--- config.mk ---
export PLATFORM = sky130hd
export DESIGN_NAME = vfdfs_ctrl
export DESIGN_NICKNAME = d
export VERILOG_FILES = /design/src/rtl/vfdfs_pkg.sv /design/src/rtl/vfdfs_ctrl.sv
export SDC_FILE = /design/constraint.sdc
export NUM_CORES = 1
export LEC_CHECK = 0
export BUFFER_PORTS_ARGS = -buffer_cell sky130_fd_sc_hd__buf_2
export CAP_MARGIN = 20
export CORE_AREA = 4 4 41 43
export CTS_CLUSTER_SIZE = 20
export DETAILED_ROUTE_END_ITERATION = 7
export DIE_AREA = 0 0 45 47
export HOLD_SLACK_MARGIN = 0.15
export SYNTH_ARGS = -nofsm -noshare
export SYNTH_HDL_FRONTEND = slang
export SYNTH_SLANG_ARGS = --single-unit
--- constraint.sdc ---
create_clock -name clk_i -period 2.7 [get_ports clk_i]
set_clock_uncertainty 0.15 [all_clocks]
set_input_delay 0 -clock clk_i [delete_from_list [all_inputs] [get_ports clk_i]]
set_output_delay 0 -clock clk_i [all_outputs]
set_load 0.1 [all_outputs]
--- src/rtl/vfdfs_pkg.sv ---
// ---------------------------------------------------------------------------
// vfdfs_pkg: shared types and constants of the frame store grid scanner
// Item layouts, action codes and the controller/datapath command and status.
// ---------------------------------------------------------------------------
package vfdfs_pkg;

  localparam int unsigned RowsDef    = 64;
  localparam int unsigned ColumnsDef = 128;
  localparam int unsigned LastGrid   = 42;

  // column / 3 as (column * DivMul) >> DivShift, exact for 8-bit columns
  localparam int unsigned DivMul   = 171;
  localparam int unsigned DivShift = 9;

  localparam logic [1:0] ACT_PIXEL = 2'd0;
  localparam logic [1:0] ACT_BYTE  = 2'd1;
  localparam logic [1:0] ACT_SCAN  = 2'd2;

  typedef struct packed {
    logic [1:0] action;
    logic [7:0] column;
    logic [7:0] row_or_page;
    logic       show;
    logic [7:0] data_byte;
  } in_item_t;

  typedef struct packed {
    logic [5:0] grid_index;
    logic [5:0] row_index;
    logic [5:0] anode_bits;
    logic       last;
  } out_item_t;

  typedef enum logic [2:0] {
    MEM_NONE,
    MEM_CLEAR,
    MEM_PIX_RD,
    MEM_PIX_WR,
    MEM_BYTE_WR,
    MEM_SCAN_RD
  } mem_op_e;

  typedef struct packed {
    mem_op_e mem_op;
    logic    scan_next;
    logic    out_load;
    logic    row_inc;
    logic    row_clr;
    logic    grid_adv;
  } cmd_t;

  typedef struct packed {
    logic [1:0] action;
    logic       pix_ok;
    logic       byte_ok;
    logic       clr_last;
    logic       row_last;
    logic       row_page_end;
    logic       out_free;
  } status_t;

endpackage

--- src/rtl/vfdfs_ctrl.sv ---
// ---------------------------------------------------------------------------
// vfdfs_ctrl: sequencer of the frame store grid scanner
// Clears the store after reset, runs pixel read-modify-write, byte writes
// and the row-by-row scan of one grid.
// ---------------------------------------------------------------------------
module vfdfs_ctrl
  import vfdfs_pkg::*;
(
  input  logic    clk_i,
  input  logic    rst_ni,
  input  logic    in_valid_i,
  output logic    in_ready_o,
  input  status_t status_i,
  output cmd_t    cmd_o
);

  localparam logic [1:0] ST_CLEAR = 2'd0;
  localparam logic [1:0] ST_IDLE  = 2'd1;
  localparam logic [1:0] ST_PIX   = 2'd2;
  localparam logic [1:0] ST_SCAN  = 2'd3;

  logic [1:0] state_q, state_d;

  always_ff @(posedge clk_i or negedge rst_ni) begin
    if (!rst_ni) begin
      state_q <= ST_CLEAR;
    end else begin
      state_q <= state_d;
    end
  end

  always_comb begin
    state_d    = state_q;
    cmd_o      = '0;
    cmd_o.mem_op = MEM_NONE;
    in_ready_o = (state_q == ST_IDLE);
    unique case (state_q)
      ST_CLEAR: begin
        cmd_o.mem_op = MEM_CLEAR;
        if (status_i.clr_last) begin
          state_d = ST_IDLE;
        end
      end
      ST_IDLE: begin
        if (in_valid_i) begin
          unique case (status_i.action)
            ACT_PIXEL: begin
              if (status_i.pix_ok) begin
                cmd_o.mem_op = MEM_PIX_RD;
                state_d      = ST_PIX;
              end
            end
            ACT_BYTE: begin
              if (status_i.byte_ok) begin
                cmd_o.mem_op = MEM_BYTE_WR;
              end
            end
            ACT_SCAN: begin
              cmd_o.mem_op = MEM_SCAN_RD;
              state_d      = ST_SCAN;
            end
            default: ;
          endcase
        end
      end
      ST_PIX: begin
        cmd_o.mem_op = MEM_PIX_WR;
        state_d      = ST_IDLE;
      end
      ST_SCAN: begin
        if (status_i.out_free) begin
          cmd_o.out_load = 1'b1;
          if (status_i.row_last) begin
            cmd_o.row_clr  = 1'b1;
            cmd_o.grid_adv = 1'b1;
            state_d        = ST_IDLE;
          end else begin
            cmd_o.row_inc = 1'b1;
            // fetch the next page while the last row of this one goes out
            if (status_i.row_page_end) begin
              cmd_o.mem_op    = MEM_SCAN_RD;
              cmd_o.scan_next = 1'b1;
            end
          end
        end
      end
    endcase
  end

endmodule

==> run_results.csv <==
group,metric,value,unit
status,status,"finished, final reports clean",
clock_network,post_cts_buffers,0,
logic_synthesis,postSynthAreaPerCell,7.71,sq um
clock_network,clock_tree_from_tritoncts,"done",
sta,timing.max_slew.rel_slack,0.676,
power,vdd_ir_drop_max,265,uV
sta,setup-violations-final,0,
logic_synthesis,area_of_the_mapped_netlist,193,sq um
logic_synthesis,synth.yosys.seq_area_share,0.260,
clock_network,clkSinkCount,2,
logic_synthesis,synth_edf_count,0,
clock_network,ctsLongestPathBuffers,2,
critical_path,criticalPathCategory,"in -> reg",
layout,area_growth,108,%
critical_path,timing.critical_path.slowest_stage_cell,"dlygate4sd3_1",
layout,post_route_cells_drive_above_1_share,0.472,
drt,dr_drc_count,0,
clock_network,cts-root-buf,"clkbuf_4",
sta,fin_worst_hold_slack,317,ps
drt,total_iterations_of_the_first_detailed_routing_run,3,
drt,route.final.wire_length,656,um
clock_network,hold_buffers,7,
global_routing,grt-ovfl-total,0,
power,power.leakage,0.217,nW
critical_path,critical_path.top_delay_family,"buffers and inverters",
drt,antenna_left,0,
logic_synthesis,number_of_storage_elements_in_the_synthesis_netlist,2,
sta,post_route_setup_tns,0,ps
drt,routed_wire_per_std_cell,9.65,um
clock_network,source_to_sink_clock_delay_at_the_later_pin_of_the_worst_skew_pair,230,ps
placed_design,finalWeightedCongestion,0.733,
logic_synthesis,cell_count_after_synthesis,25,
logic_synthesis,largest_area_contributor_in_the_netlist,"dfrtp_1",
floorplanning,boundary_pin_count,20,
logic_synthesis,ys_dominant_reg_cell,"dfrtp_1",
floorplanning,die_area,0.00212,sq mm
global_routing,grt_pass1_wl,1110,um
critical_path,crit_buf_inv,4,
floorplanning,dieHeight,47,um
logic_synthesis,synth_cell_types,16,
drt,num_vias,284,
global_routing,grt_use_total,0.0790,
drt,initialDrtViolationCount,3,
global_routing,first_global_vias,276,
critical_path,cp_data_arrival_time,1890,ps
logic_synthesis,async_reset_ff_frac,1.00,
sta,finalHoldViolations,0,
placed_design,place.detailed.hpwl,508,um
layout,largest_reg_flops,2,
layout,antenna-diode-count,0,
logic_synthesis,synth_top_cells_by_count,"nand2_1, nand3_1",
sta,finalCriticalPeriod,1930,ps
sta,max_freq,0.518,GHz
drt,viasPerCell,4.18,
logic_synthesis,synth.area.top_cells,"dfrtp_1, nand3_1, nor2b_1",
placed_design,placement.io_buffers,19,
run,drv.max_cap_violation_count,0,
layout,regMostFlops,"state_q",
floorplanning,initial_core_util,0.148,
logic_synthesis,synthesis.yosys.warnings,0,
clock_network,cts_max_level,1,
floorplanning,area_inside_the_core_boundary,0.00130,sq mm
critical_path,worstSetupStartpointType,"input pin",
critical_path,ordered_list_of_cells_on_the_worst_path,"dlygate4sd3_1 > buf_2 > nand2_1 > dlygate4sd3_1 > nand3_1 > nand2_1 > dlygate4sd3_1",
sta,timing.final.max_slew_violations,0,
layout,largest_registers,"state_q: 2 flops",
sta,min_period_over_period,0.715,
min_path,hold_path.class,"in -> out",
clock_network,tritoncts.num_buffers,3,
floorplanning,floorplan.rows,13,
critical_path,cp_data_required_time,2660,ps
power,power.density,691,mW/mm^2
critical_path,cp_max_fo,2,
global_routing,largest_net_degree_at_the_start_of_global_routing,8,
logic_synthesis,mapped_nets,36,
critical_path,crit_top_cell,"dlygate4sd3_1",
clock_network,cts_resized,0,
logic_synthesis,post-synth-top-area-fraction,0.260,
floorplanning,die_width,45,um
layout,final_nets,66,
critical_path,end_kind,"flop",
critical_path,worst_path_largest_cell_delay,550,ps
sta,rsz_0062_raised_after_global_routing,"false",
global_routing,antenna_found_initial,0,
clock_network,clock_pin_slew_worst_setup_and_hold_paths,30,ps
sta,max_slew.worst_pin.slew,489,ps
## per-layer routing
metal | track usage | vias up | routed length (um)
met4 | 0.0877 | 0 | 30
met2 | 0.0932 | 19 | 252
met1 | 0.0977 | 116 | 287
met5 | 0 | - | 0
li1 | - | 144 | -
met3 | 0.0345 | 5 | 86
## tightest hold or removal path, stage by stage
cell    delay (ps)
buf_2          130
nor2_1          50
buf_2          280
## metrics by stage
step / std cells / total power [mW] / worst slack (ps) / utilization / instance area (sq um)
floorplan: 25 / 0.173 / 9.67 / - / 201
global placement: 58 / 0.198 / 1170 / 0.237 / 308
detailed placement: 58 / 0.199 / 1130 / 0.237 / 308
CTS: 68 / 0.281 / 772 / 0.308 / 400
global route: 68 / 0.295 / 699 / 0.308 / 400
finish: 68 / 0.277 / 769 / 0.308 / 400
## layout make-up
class / count / area, sq um
Clock buffer: 3 / 22.5
Fill cell: 159 / 901
Inverter: 2 / 7.51
Multi-Input combinational cell: 20 / 136
Sequential cell: 2 / 50.0
Tap cell: 15 / 18.8
Timing Repair Buffer: 26 / 165
## kinds of logic after synthesis
kind of cell | share of synthesized area
AOI/OAI and AO/OA | 0.136
muxes | 0.0520
and+or+nand+nor | 0.474
buffers and inverters | 0.0780
DFF | 0.260
## report_power, final
part           switching [mW]  internal (mW)
logic                   0.133         0.0369
registers             0.00570         0.0344
clock network          0.0179         0.0491
total                   0.156          0.120
## layout by cell type, fill, tap and decap left out, types with 2 or more instances in the layout
cell type      instances
dfrtp_1                2
inv_1                  2
nor2_1                 2
buf_2                 19
nand3_1                3
nand2_1                3
clkbuf_4               3
dlygate4sd3_1          7
o21ai_0                2
## path summary, 6_finish.rpt
kind / start / end / slack [ps] / depth (start not counted)
setup / recovery: status_i[0] / state_q[1]$_DFFE_PN0P_ / 770 / 7
hold / removal: status_i[2] / cmd_o[2] / 320 / 3
setup reg to reg: state_q[0]$_DFFE_PN0P_ / state_q[1]$_DFFE_PN0P_ / 1070 / 4
hold reg to reg: state_q[1]$_DFFE_PN0P_ / state_q[1]$_DFFE_PN0P_ / 960 / 3
max in group asynchronous: rst_ni / state_q[0]$_DFFE_PN0P_ / 1790 / 3
min in group asynchronous: rst_ni / state_q[1]$_DFFE_PN0P_ / 480 / 3
Note: power is estimated with default switching activity, not from simulation.
